$ cat config.mk
export PLATFORM = sky130hd
export DESIGN_NAME = boxds_avg
export DESIGN_NICKNAME = d
export VERILOG_FILES = /design/src/design/assert_macros.svh /design/src/design/boxds_pkg.sv /design/src/design/boxds_avg.sv
export SDC_FILE = /design/constraint.sdc
export NUM_CORES = 1
export LEC_CHECK = 0
export ABC_CLOCK_PERIOD_IN_PS = 4760
export BUFFER_PORTS_ARGS = -buffer_cell sky130_fd_sc_hd__buf_2
export CAP_MARGIN = 20
export CORE_UTILIZATION = 40
export CTS_BUF_LIST = sky130_fd_sc_hd__clkbuf_2 sky130_fd_sc_hd__clkbuf_4 sky130_fd_sc_hd__clkbuf_8
export DETAILED_ROUTE_END_ITERATION = 16
export HOLD_SLACK_MARGIN = 0.15
export PLACE_DENSITY = 0.59
export SLEW_MARGIN = 0
export SYNTH_ARGS = -nofsm -noshare
export SYNTH_HDL_FRONTEND = slang
export SYNTH_SLANG_ARGS = --single-unit
$ cat constraint.sdc
create_clock -name i_clk -period 4.76 [get_ports i_clk]
set_input_delay 0.238 -clock i_clk [delete_from_list [all_inputs] [get_ports i_clk]]
set_output_delay 0.238 -clock i_clk [all_outputs]
set_load 0.005 [all_outputs]
$ cat src/design/assert_macros.svh
// Assertion macros for the RTL of the 2x2 box-average downscaler.
`ifndef ASSERT_MACROS_SVH
`define ASSERT_MACROS_SVH
`ifndef SYNTHESIS
// Condition must hold at every clock edge outside reset.
`define BOXDS_ASSERT_AT(lbl, clk, rst_n, expr) \
    lbl: assert property (@(posedge clk) disable iff (!rst_n) (expr)) \
        else $error("boxds: invariant violated");
// Consequence must hold in the cycle after the antecedent.
`define BOXDS_ASSERT_NEXT(lbl, clk, rst_n, ante, cons) \
    lbl: assert property (@(posedge clk) disable iff (!rst_n) (ante) |=> (cons)) \
        else $error("boxds: sequence violated");
`else
`define BOXDS_ASSERT_AT(lbl, clk, rst_n, expr)
`define BOXDS_ASSERT_NEXT(lbl, clk, rst_n, ante, cons)
`endif
`endif

$ cat src/design/boxds_pkg.sv
// Shared types and constants of the 2x2 box-average downscaler.
`timescale 1ns / 1ps
`default_nettype none

package boxds_pkg;

    localparam int CH_W   = 8;
    localparam int SUM_W  = 9;
    localparam int LINE_W = 3 * SUM_W;

    localparam int WIDTH_REG_W  = 12;
    localparam int HEIGHT_REG_W = 16;

    localparam logic [WIDTH_REG_W-1:0]  WIDTH_RESET  = 12'd640;
    localparam logic [HEIGHT_REG_W-1:0] HEIGHT_RESET = 16'd480;

    // register select (byte address bit 2)
    localparam logic REG_IMAGE_WIDTH  = 1'b0;
    localparam logic REG_IMAGE_HEIGHT = 1'b1;

    typedef struct packed {
        logic [CH_W-1:0] blue;
        logic [CH_W-1:0] green;
        logic [CH_W-1:0] red;
    } t_pixel;

    // position of the pixel being accepted
    typedef struct packed {
        logic pair_end;    // second pixel of a horizontal pair
        logic row_odd;     // pixel lies on an odd row
        logic frame_last;  // last output pixel of the frame
    } t_pos_info;

    // pipeline occupancy of the averaging datapath
    typedef struct packed {
        logic s1_valid;
        logic out_valid;
    } t_avg_status;

endpackage

`default_nettype wire

$ cat src/design/boxds_avg.sv
// Pair-sum and 2x2 averaging datapath with output register and flow control.
`timescale 1ns / 1ps
`default_nettype none

module boxds_avg (
    input  wire                                 i_clk,
    input  wire                                 i_rst_n,
    input  wire                                 i_accept,
    input  boxds_pkg::t_pos_info                i_info,
    input  boxds_pkg::t_pixel                   i_pixel,
    input  wire  [boxds_pkg::LINE_W-1:0]        i_line_rdata,
    input  wire                                 i_out_ready,
    output logic [boxds_pkg::LINE_W-1:0]        o_line_wdata,
    output logic                                o_in_ready,
    output logic                                o_out_valid,
    output logic [boxds_pkg::CH_W-1:0]          o_red,
    output logic [boxds_pkg::CH_W-1:0]          o_green,
    output logic [boxds_pkg::CH_W-1:0]          o_blue,
    output logic                                o_done,
    output boxds_pkg::t_avg_status              o_status
);

    localparam int CH_W  = boxds_pkg::CH_W;
    localparam int SUM_W = boxds_pkg::SUM_W;
    localparam int TOT_W = SUM_W + 1;

    boxds_pkg::t_pixel r_held;

    logic                          r_s1_valid;
    logic [boxds_pkg::LINE_W-1:0]  r_s1_sum;
    logic                          r_s1_done;
    logic                          r_out_valid;

    logic [SUM_W-1:0] pair_r;
    logic [SUM_W-1:0] pair_g;
    logic [SUM_W-1:0] pair_b;
    logic [TOT_W-1:0] tot_r;
    logic [TOT_W-1:0] tot_g;
    logic [TOT_W-1:0] tot_b;
    logic             s1_adv;
    logic             emit;

    // horizontal pair sum: held first pixel plus current pixel
    assign pair_r = {1'b0, r_held.red}   + {1'b0, i_pixel.red};
    assign pair_g = {1'b0, r_held.green} + {1'b0, i_pixel.green};
    assign pair_b = {1'b0, r_held.blue}  + {1'b0, i_pixel.blue};
    assign o_line_wdata = {pair_b, pair_g, pair_r};

    // flow control: stage 1 moves when the output register is free or drains
    assign s1_adv     = !r_out_valid || i_out_ready;
    assign o_in_ready = !r_s1_valid || s1_adv;
    assign emit       = i_accept && i_info.pair_end && i_info.row_odd;

    // first pixel of each pair
    always_ff @(posedge i_clk) begin
        if (!i_rst_n) begin
            r_held <= '0;
        end else if (i_accept && !i_info.pair_end) begin
            r_held <= i_pixel;
        end
    end

    // stage 1: pair sum waits for the line store read
    always_ff @(posedge i_clk) begin
        if (!i_rst_n) begin
            r_s1_valid <= 1'b0;
        end else if (emit) begin
            r_s1_valid <= 1'b1;
        end else if (s1_adv) begin
            r_s1_valid <= 1'b0;
        end
    end

    always_ff @(posedge i_clk) begin
        if (emit) begin
            r_s1_sum  <= o_line_wdata;
            r_s1_done <= i_info.frame_last;
        end
    end

    // vertical add of the stored pair from the row above, then divide by four
    assign tot_r = {1'b0, r_s1_sum[SUM_W-1:0]}         + {1'b0, i_line_rdata[SUM_W-1:0]};
    assign tot_g = {1'b0, r_s1_sum[2*SUM_W-1:SUM_W]}   + {1'b0, i_line_rdata[2*SUM_W-1:SUM_W]};
    assign tot_b = {1'b0, r_s1_sum[3*SUM_W-1:2*SUM_W]} + {1'b0, i_line_rdata[3*SUM_W-1:2*SUM_W]};

    // output register
    always_ff @(posedge i_clk) begin
        if (!i_rst_n) begin
            r_out_valid <= 1'b0;
        end else if (s1_adv) begin
            r_out_valid <= r_s1_valid;
        end
    end

    always_ff @(posedge i_clk) begin
        if (s1_adv && r_s1_valid) begin
            o_red   <= tot_r[TOT_W-1:TOT_W-CH_W];
            o_green <= tot_g[TOT_W-1:TOT_W-CH_W];
            o_blue  <= tot_b[TOT_W-1:TOT_W-CH_W];
            o_done  <= r_s1_done;
        end
    end

    assign o_out_valid        = r_out_valid;
    assign o_status.s1_valid  = r_s1_valid;
    assign o_status.out_valid = r_out_valid;

endmodule

`default_nettype wire

After elaboration in Yosys (flattened, before gate mapping)
Cells that the tools add are included.

Word-level logic and storage cells: 29. Bits in registers: 79. Output and inout bits: 56. Input port bits: 58.

$add $sub $neg: 6. Reductions and logical operators: 10. Multiplexer cells: 2.

Operators by type and width (number): 9-bit by 9-bit adder with 10-bit output (3); 8-bit by 8-bit adder with 9-bit output (3); 1-bit logical AND (4); 1-bit zero test (3); 1-bit logical OR (2); 1-bit 2-to-1 mux (2); 2-bit nonzero test (1).

Longest topological paths before layout
Gate-level depths: netlist of the first run.

Word-level depth: 4. Gate-level depth with buffers: 6. Mapped depth without buffers: 6.

Worst setup path after synthesis of the first run
OpenSTA, ideal clock, no wires.

Path type: register to register. Start: register r_out_valid (netlist: o_out_valid). End: register o_blue[0] (netlist bit) (enable). Cell stages (with the launch flop): 3. Setup time: 410 ps. Period minus slack after synthesis: 2031 ps. Arrival: 1622 ps. Slack: 2729 ps. Required time: 4350 ps. Buffers on the path: 0. Cells stage by stage: dfxtp_1 -> nor2b_1 -> nor2b_1.

Cells in the longest elaborated chain, start to end: 3.

RTL lines: from (decl) (line boxds_avg.sv:32) `logic r_out_valid;`; from (signal assigned) (line boxds_avg.sv:91) `r_out_valid <= r_s1_valid;`; 1-bit zero test (line boxds_avg.sv:50) `assign s1_adv = !r_out_valid || i_out_ready;`; 1-bit logical OR (line boxds_avg.sv:50); 1-bit logical AND (line boxds_avg.sv:96) `if (s1_adv && r_s1_valid) begin`; to (signal assigned) (line boxds_avg.sv:99) `o_blue <= tot_b[TOT_W-1:TOT_W-CH_W];`; to (decl) (line boxds_avg.sv:18) `output logic [boxds_pkg::CH_W-1:0] o_blue,`.

No other way between the ends. A chain may end at the register's enable or synchronous reset.

Worst setup path after layout of the first run
Start: input i_pixel[8] (netlist bit). End: output o_line_wdata[17] (netlist bit).

Cells in the longest elaborated chain, start to end: 1.

RTL lines: from (decl) (line boxds_avg.sv:10) `input boxds_pkg::t_pixel i_pixel,`; 8-bit by 8-bit adder with 9-bit output (line boxds_avg.sv:45) `assign pair_g = {1'b0, r_held.green} + {1'b0, i_pixel.green};`; to (decl) (line boxds_avg.sv:13) `output logic [boxds_pkg::LINE_W-1:0] o_line_wdata,`.

No other way between the ends.

==> results of run 1 <==
[worst max path at each step]
| stage | cells after the start | end | from |
|---|---|---|---|
| global placement | 8 | o_line_wdata[17] | i_pixel[8] |
| global route | 9 | o_line_wdata[6] | i_pixel[0] |
| detailed placement | 8 | o_line_wdata[17] | i_pixel[8] |
| finish | 9 | o_line_wdata[17] | i_pixel[8] |
| CTS | 9 | o_line_wdata[17] | i_pixel[8] |
| floorplan | 2 | o_blue[0] | o_out_valid |
[cell families (layout without fill, tap and decap cells)]
family                     Yosys count  in the layout
adders and majority gates           51             51
and+or+nand+nor                    118            118
DFF                                 79             79
AOI/OAI and AO/OA                   93             93
xor gates and xnor gates            35             35
buffers and inverters               22            165
[per-stage QoR]
step                hold slack, ns  area (µm²)
floorplan                   0.3369        4387
global placement            0.4024        5092
detailed placement          0.4216        5092
CTS                         0.1507        5519
global route                0.1689        5530
finish                      0.1659        5530
[routing by layer]
metal  share of wire (%)  track usage (%)  vias to the layer above
li1                    -                -                     1729
met1                  42            19.48                     1567
met2                  50            29.59                       93
met3                 5.7            3.891                       16
met4                 1.9            7.730                        0
met5                   0                0                        -
[synth_stat cells (4+ instances only)]
cell type	count	area share, %
a21oi_2	4	0.80
a21o_1	8	1.4
a21oi_1	16	1.8
nor3_1	6	0.68
o211ai_1	9	1.5
clkbuf_1	4	0.34
a21boi_0	24	4.1
ha_1	48	14
nand2_1	63	5.4
nand3_1	10	1.1
edfxtp_1	53	36
nor2_1	18	1.5
and3_1	5	0.71
inv_1	12	1.0
buf_2	4	0.46
xnor2_1	22	4.4
dfxtp_1	26	12
xor2_1	13	2.6
a221oi_1	4	0.80
nor2b_1	4	0.57
o21bai_1	6	1.0
[flip-flops by register name, indices dropped and copies added, names as in the netlist]
register     count
o_blue           8
o_done           1
o_green          8
o_out_valid      1
o_red            8
r_held          24
r_s1_done        1
r_s1_sum        27
r_s1_valid       1
[where the power goes]
part / internal (W) / switching [W] / leakage, nW / total [W]
registers: 0.000770 / 0.00000948 / 0.700 / 0.000780
logic: 0.000147 / 0.000160 / 1.56 / 0.000307
clock network: 0.000311 / 0.000238 / 0.109 / 0.000549
[area by class of cell]
cell class / count / area share, %
multi-input cells: 297 / 39.50
flip-flops and latches: 79 / 38.19
repair buffers: 137 / 14.50
well taps: 136 / 3.077
clock buffers: 11 / 2.624
clock inverters: 5 / 1.290
inverters: 12 / 0.8145
[worst reg2reg max path: stages, from the launching register on]
cell	delay (ns)
dfxtp_1	0.32
ha_1	0.21
fa_1	0.41
a21o_1	0.21
a21oi_2	0.22
o21ai_1	0.10
o41a_1	0.35
==> impl_metrics.toml, run 1 <==
[layout]
num_antenna_cells = 0
drive_above_1_share_pct = 26.06
multiInputGateArea_mm2 = 0.002185
nets = 645
n_fill_cell = 963
mostFrequentLayoutCell = "buf_2"
finalNonFillerCells = 677
synthToLayoutAreaGrowth_pct = 26.07
regArea_mm2 = 0.002112
final_util_pct = 52.86
final_cell_mix = "113 x buf_2, 63 x nand2_1, 53 x edfxtp_1, 48 x ha_1, 26 x dfxtp_1"

[setup_path]
start_kind = "input port"
timing.rr.start = "r_held[8]"
cp_top_family = "compound AO/OA/AOI/OAI gates"
worstSetupEndpointType = "output port"
cp_slowest_stage_delay_ns = 0.55
critical_path.slowest_cell = "dlygate4sd3_1"
path_class = "input port to output port"
r2r_end = "r_s1_sum[17]"
rr_worst_depth = 6
cp_max_fo = 3
required_ns = 4.52
cp_cell_sequence = "dlygate4sd3_1 > buf_2 > ha_1 > fa_1 > a21o_1 > a21oi_2 > o21ai_1 > o41a_1 > buf_2"
arrival_ns = 2.58
r2r_setup_slack_ns = 2.68
crit_buf_inv = 3
crit_top_cell = "buf_2"

[clock_network]
clock-root-buffer = "clkbuf_8"
cts_hold_buf = 21
clock_path_buffers = 2
postCtsSetupBuffers = 0
clk_latency_ns = 0.35
cts_resized = 0
cts_tree = "yes"
clkTransAtPathRegs_ns = 0.09
cts.htree.levels = 3
clkSinkCount = 79
cts_made_buffers = 9

[timing]
finalSetupViolations = 0
worst_slew_pin_slew_ns = 0.9959
fmax_mhz = 355.4
tns_ns = 0
slew_headroom_pct = 33.61
clock_skew_ns = 0.01453
hold_viol = 0
finalMaxSlewViolations = 0
setup_slack_ns = 1.946
period_minus_slack_ns = 2.814
fin_crit_sh_pct = 59.12
grt_setup_unrepaired = "false"

[synth]
post_synth_fa_ha_maj_area_fraction_pct = 15.06
synthXorXnorAreaFrac_pct = 6.988
synth_seq_cells = 79
syn-instance-count = 398
synth_compound_area_share_pct = 15.60
yosysWarnings = 0
async_flop_share_pct = 0
synth_top_family_by_area = "compound AO/OA/AOI/OAI gates"
synth_fp_nets = 507
synth_mux_area_share_pct = 0
yosys.area_share.simple_pct = 12.04
yosysSeqAreaShare_pct = 48.15
syn_area_per_cell_um2 = 11.02
syn-cell-area_mm2 = 0.004387
synth_edf_count = 53
synthFlopType = "edfxtp_1"
ys_types = 41

[pwr]
p_leak_nw = 2.370
ir_drop_v = 0.0001363
power_density_mw_per_mm2 = 295.8
p_total_w = 0.001636

[hold_path]
hold_end = "r_held[20]"
holdCritPathClass = "input port to flip-flop"
min_path_cells = 3
hold_start = "i_pixel[20]"

[global_route]
grt_max_degree = 30
grt_pass1_wl_um = 15040
overflow = 0
grt_pass1_vias = 3315
grt_use_total_pct = 16.88
antenna_found_initial = 0

[routing]
wire_per_inst_um = 13.50
viasPerCell = 5.030
ant_nets = 0
vias = 3405
dr.first_iter.drc_count = 68
drc = 0
routed_wl_um = 9141
firstDrtPassIters = 4

[placed_design]
hpwl_um = 6738
port_buffers = 113
pre_cts_ws_ns = 2.547
place_congestion = 0.8397
dp.cells = 639

[floorplan]
core_mm2 = 0.01046
pin_count = 114
die_h_um = 106.7
initial_utilization_pct = 41.93
dieArea_mm2 = 0.01139
row_count = 37
die_x_um = 106.7

[run]
maxCapViolCount = 0

[status]
status = "completed"
(Power assumes the default switching activity.)
==> run 2: changes to the inputs <==
--- a/config.mk
+++ b/config.mk
@@ -5,7 +5,7 @@
 export SDC_FILE = /design/constraint.sdc
 export NUM_CORES = 1
 export LEC_CHECK = 0
-export ABC_CLOCK_PERIOD_IN_PS = 4760
+export ABC_CLOCK_PERIOD_IN_PS = 2720
 export BUFFER_PORTS_ARGS = -buffer_cell sky130_fd_sc_hd__buf_2
 export CAP_MARGIN = 20
 export CORE_UTILIZATION = 40
==> constraint.sdc (replaced) <==
create_clock -name i_clk -period 2.72 [get_ports i_clk]
set_input_delay 0.136 -clock i_clk [delete_from_list [all_inputs] [get_ports i_clk]]
set_output_delay 0.136 -clock i_clk [all_outputs]
set_load 0.005 [all_outputs]
==> impl_metrics.toml, run 2 (synthesis results as in run 1) <==
[status]
status = "completed"

[run]
maxCapViolCount = 0

[clock_network]
clkSinkCount = 79
cts.htree.levels = 3
cts_tree = "yes"
clock_path_buffers = 2
cts_hold_buf = 33
clkTransAtPathRegs_ns = 0.08
postCtsSetupBuffers = 0
cts_made_buffers = 9
cts_resized = 0
clock-root-buffer = "clkbuf_8"
clk_latency_ns = 0.35

[floorplan]
die_x_um = 106.7
dieArea_mm2 = 0.01139
die_h_um = 106.7
row_count = 37
pin_count = 114
initial_utilization_pct = 41.93
core_mm2 = 0.01046

[global_route]
overflow = 0
antenna_found_initial = 0
grt_max_degree = 30
grt_pass1_wl_um = 15470
grt_use_total_pct = 17.39
grt_pass1_vias = 3435

[layout]
mostFrequentLayoutCell = "buf_2"
drive_above_1_share_pct = 25.81
reg_top3 = "r_s1_sum: 27 flops, r_held: 24 flops"
largest_reg_flops = 27
num_antenna_cells = 0
multiInputGateArea_mm2 = 0.002185
final_util_pct = 53.60
final_cell_mix = "113 x buf_2, 63 x nand2_1, 53 x edfxtp_1, 48 x ha_1, 33 x dlygate4sd3_1"
regMostFlops = "r_s1_sum"
finalNonFillerCells = 690
synthToLayoutAreaGrowth_pct = 27.84
nets = 658
regArea_mm2 = 0.002112
n_fill_cell = 940

[setup_path]
cp_cell_sequence = "dlygate4sd3_1 > buf_2 > ha_1 > fa_1 > a21o_1 > a21oi_2 > o21ai_1 > o41a_1 > buf_2"
path_class = "input port to output port"
critical_path.slowest_cell = "dlygate4sd3_1"
crit_top_cell = "buf_2"
arrival_ns = 2.45
cp_max_fo = 3
required_ns = 2.58
crit_buf_inv = 3
cp_slowest_stage_delay_ns = 0.54
start_kind = "input port"
worstSetupEndpointType = "output port"
cp_top_family = "compound AO/OA/AOI/OAI gates"

[placed_design]
dp.cells = 641
hpwl_um = 6836
place_congestion = 0.8463
port_buffers = 113

[timing]
clock_skew_ns = 0.007652
period_minus_slack_ns = 2.585
grt_setup_unrepaired = "false"
fmax_mhz = 386.8
tns_ns = 0
slew_headroom_pct = 68.32
fin_crit_sh_pct = 95.05
hold_viol = 0
finalMaxSlewViolations = 0
finalSetupViolations = 0
worst_slew_pin_slew_ns = 0.4691

[pwr]
ir_drop_v = 0.0001994
power_frac_comb_pct = 20.3
p_int_w = 0.001973
switching_share_pct = 26.85
power_density_mw_per_mm2 = 481.0
seqPwrFrac_pct = 50.6
power.net_switching_w = 0.0007243
p_leak_nw = 2.387
power.share.clock_pct = 29.1

[routing]
viasPerCell = 4.965
vias = 3426
drc = 0
routed_wl_um = 9347
dr.first_iter.drc_count = 129
firstDrtPassIters = 4
wire_per_inst_um = 13.55
ant_nets = 0

[hold_path]
holdCritPathClass = "input port to flip-flop"
-- run 2: cell types whose count changed in the layout (fill, tap and decap cells not counted), sizes merged --
| cell | previous run | this run |
|---|---|---|
| clkinvlp | 0 | 1 |
| bufinv | 2 | 0 |
| clkinv | 3 | 4 |
| dlygate4sd3 | 21 | 33 |
| buf | 116 | 117 |
-- run 2: through the flow --
step           total power, W  hold WS, ns  setup WS [ns]  instance area [µm²]
6_report             0.002697       0.1721         0.1347                 5608
5_1_grt              0.002832       0.1983        0.04083                 5608
4_1_cts              0.002721       0.1615         0.1214                 5608
3_5_place_dp         0.001904       0.3216         0.6617                 5107
3_3_place_gp         0.001891       0.3276         0.6938                 5107
2_1_floorplan        0.001723       0.2349         0.6886                 4387
-- run 2: worst paths after layout --
kind / start / end / slack (ns) / cells after the start
worst max-delay path: i_pixel[8] / o_line_wdata[17] / 0.13 / 9
worst min-delay path: i_info[2] / r_held[1] / 0.17 / 4
worst max register to register: r_held[8] / r_s1_sum[17] / 0.65 / 6
worst min register to register: r_s1_done / o_done / 0.43 / 0
-- run 2: final cells by class --
type,count,area share [%]
multi-input combinational,297,38.96
tap,136,3.034
inverter,12,0.8032
timing repair buffer,150,16.51
clock buffer,11,2.588
sequential,79,37.66
clock inverter,5,0.4462
-- run 2: power groups by stage --
stage	sequential (W)	combinational (W)	clock, W
after floorplan	0.00139	0.000332	0
after global placement	0.00139	0.000500	0
after detailed placement	0.00139	0.000510	0
after CTS	0.00137	0.000550	0.000806
after global routing	0.00137	0.000615	0.000847
final	0.00137	0.000548	0.000785
-- run 2: worst reg2reg max path: stages, from the launching register on --
cell and delay, ns:
dfxtp_1 0.32, ha_1 0.21, fa_1 0.41, a21o_1 0.21, a21oi_2 0.21, o21ai_1 0.10
o41a_1 0.36
-- run 2: routing by layer --
| metal | global-route usage (%) | up-vias | share of wire [%] |
|---|---|---|---|
| li1 | - | 1755 | - |
| met1 | 19.56 | 1587 | 43 |
| met2 | 31.71 | 72 | 51 |
| met3 | 4.438 | 12 | 4.8 |
| met4 | 5.969 | 0 | 1.3 |
| met5 | 0 | - | 0 |
==> run 3: changes to the inputs <==
--- a/config.mk
+++ b/config.mk
@@ -5,6 +5,7 @@
 export SDC_FILE = /design/constraint.sdc
 export NUM_CORES = 1
 export LEC_CHECK = 0
+export ABC_AREA = 1
 export ABC_CLOCK_PERIOD_IN_PS = 2720
 export BUFFER_PORTS_ARGS = -buffer_cell sky130_fd_sc_hd__buf_2
 export CAP_MARGIN = 20
==> impl_metrics.toml, run 3 <==
[setup_path]
cp_top_family = "buffers and inverters"
start_kind = "input port"
r2r_setup_slack_ns = 1.05
crit_buf_inv = 3
timing.rr.start = "r_held[0]"
crit_top_cell = "buf_2"
critical_path.slowest_cell = "dlygate4sd3_1"
cp_cell_sequence = "dlygate4sd3_1 > buf_2 > ha_1 > fa_1 > nand4_1 > nand3_1 > xor2_1 > buf_2"
r2r_end = "r_s1_sum[8]"
cp_max_fo = 3
required_ns = 2.58
worstSetupEndpointType = "output port"
cp_slowest_stage_delay_ns = 0.55
arrival_ns = 2.06
rr_worst_depth = 8
path_class = "input port to output port"

[pwr]
power_density_mw_per_mm2 = 541.1
p_leak_nw = 3.032
ir_drop_v = 0.0002818

[clock_network]
cts.htree.levels = 3
cts_resized = 0
clkTransAtPathRegs_ns = 0.08
cts_tree = "yes"
clock_path_buffers = 2
clk_latency_ns = 0.35
cts_made_buffers = 9
postCtsSetupBuffers = 0
clkSinkCount = 79
clock-root-buffer = "clkbuf_8"

[floorplan]
initial_utilization_pct = 41.90
die_h_um = 109.5
core_mm2 = 0.01103
pin_count = 114
row_count = 38
die_x_um = 109.5
dieArea_mm2 = 0.01199

[synth]
yosysWarnings = 0
yosysMostFrequentCell = "nand2_1"
async_flop_share_pct = 0
synthFlopType = "edfxtp_1"
synth_top_area_share_pct = 34.43
synth_seq_cells = 79
synth_common_cells = "129 x nand2_1, 64 x inv_1, 64 x nor2_1"
syn-instance-count = 534
synth_largest_area_cell = "edfxtp_1"
synth_area_leaders = "edfxtp_1 34%, ha_1 13%, dfxtp_1 11%, nand2_1 10%, inv_1 5.2%"
syn-cell-area_mm2 = 0.004622
synth_edf_count = 53
ys_types = 28
synth_fp_nets = 643
yosysSeqAreaShare_pct = 45.70
syn_area_per_cell_um2 = 8.655

[layout]
largest_reg_flops = 27
finalNonFillerCells = 827
nets = 791
reg_top3 = "r_s1_sum: 27 flops, r_held: 24 flops"
final_cell_mix = "129 x nand2_1, 113 x buf_2, 64 x inv_1, 63 x nor2_1, 53 x edfxtp_1"
final_area_mm2 = 0.005876
drive_above_1_share_pct = 20.82
num_antenna_cells = 0
mostFrequentLayoutCell = "nand2_1"
synthToLayoutAreaGrowth_pct = 27.13
regMostFlops = "r_s1_sum"
final_util_pct = 53.27

[timing]
finalMaxSlewViolations = 0
fmax_mhz = 456.2
grt_setup_unrepaired = "false"
finalSetupViolations = 0
slew_headroom_pct = 67.80
fin_crit_sh_pct = 80.59
fin_hold_ws_ns = 0.1941
tns_ns = 0
worst_slew_pin_slew_ns = 0.4823
clock_skew_ns = 0.006944
period_minus_slack_ns = 2.192
hold_viol = 0

[global_route]
overflow = 0
grt_pass1_vias = 3631
antenna_found_initial = 0
grt_use_total_pct = 17.96
grt_pass1_wl_um = 16540
grt_max_degree = 29

[hold_path]
hold_start = "i_line_rdata[8]"
holdCritPathClass = "input port to flip-flop"
hold_end = "o_red[7]"
min_path_cells = 4

[placed_design]
place_congestion = 0.8442
dpl_cell_area_mm2 = 0.005326
dp.cells = 782
hpwl_um = 7840
port_buffers = 113

[routing]
viasPerCell = 4.694
firstDrtPassIters = 4
drc = 0
vias = 3882
wire_per_inst_um = 12.29
dr.first_iter.drc_count = 102
routed_wl_um = 10160
ant_nets = 0

[status]
status = "completed"

[run]
maxCapViolCount = 0
==> run 3: kinds of logic after synthesis <==
group	Yosys count	share of synthesized area, %
xor gates and xnor gates	20	3.790
AOI/OAI and AO/OA	72	8.392
DFF	79	45.70
buffers and inverters	74	6.686
and+or+nand+nor	238	21.14
adders and majority gates	51	14.29
==> run 3: timing repair <==
action / 4_1_cts / 5_1_grt
hold buffers: 29 / 0
endpoints found under the hold margin: 30 / 0
setup endpoints to repair: 0 / 0
==> run 3: worst max-delay path by stage <==
stage                       endpoint  cells past startpoint        start  slack, ns
floorplan                  o_blue[0]                      3  o_out_valid       0.83
global placement    o_line_wdata[13]                      5    r_held[8]       1.12
detailed placement  o_line_wdata[15]                      6    r_held[8]       1.06
CTS                 o_line_wdata[15]                      8   i_pixel[8]       0.52
global route         o_line_wdata[6]                     11   i_pixel[0]       0.42
finish              o_line_wdata[15]                      8   i_pixel[8]       0.53
==> run 3: layout make-up <==
type,count,area [µm²]
Clock buffer,9,123.9
Clock inverter,7,135.1
Fill cell,1057,5155
Inverter,66,247.7
Multi-Input combinational cell,381,2203
Sequential cell,79,2112
Tap cell,140,175.2
Timing Repair Buffer,145,878.3
==> run 3: where the power goes <==
group | internal (W) | switching (W) | leakage (nW)
combinational | 0.000282 | 0.000379 | 2.20
clock | 0.000698 | 0.000437 | 0.133
sequential | 0.00136 | 0.0000222 | 0.699
total | 0.00234 | 0.000838 | 3.03
==> run 3: tightest hold or removal path: stages <==
cell and delay, ns:
buf_2 0.08, ha_1 0.13, a21oi_1 0.04, nand2_1 0.06
==> run 3: per-stage QoR <==
step | setup WS (ns) | power, W
after floorplan | 0.8291 | 0.001812
after global routing | 0.4172 | 0.003358
after CTS | 0.5209 | 0.003215
after detailed placement | 1.065 | 0.002041
final | 0.5279 | 0.003179
after global placement | 1.116 | 0.002029
==> run 3: routing by layer <==
layer | vias to the layer above | global-route usage (%) | part of all wire, %
met5 | - | 0 | 0
met4 | 0 | 8.381 | 1.9
met3 | 14 | 2.905 | 4.4
met2 | 87 | 28.35 | 44
met1 | 1716 | 24.09 | 50
li1 | 2065 | - | -
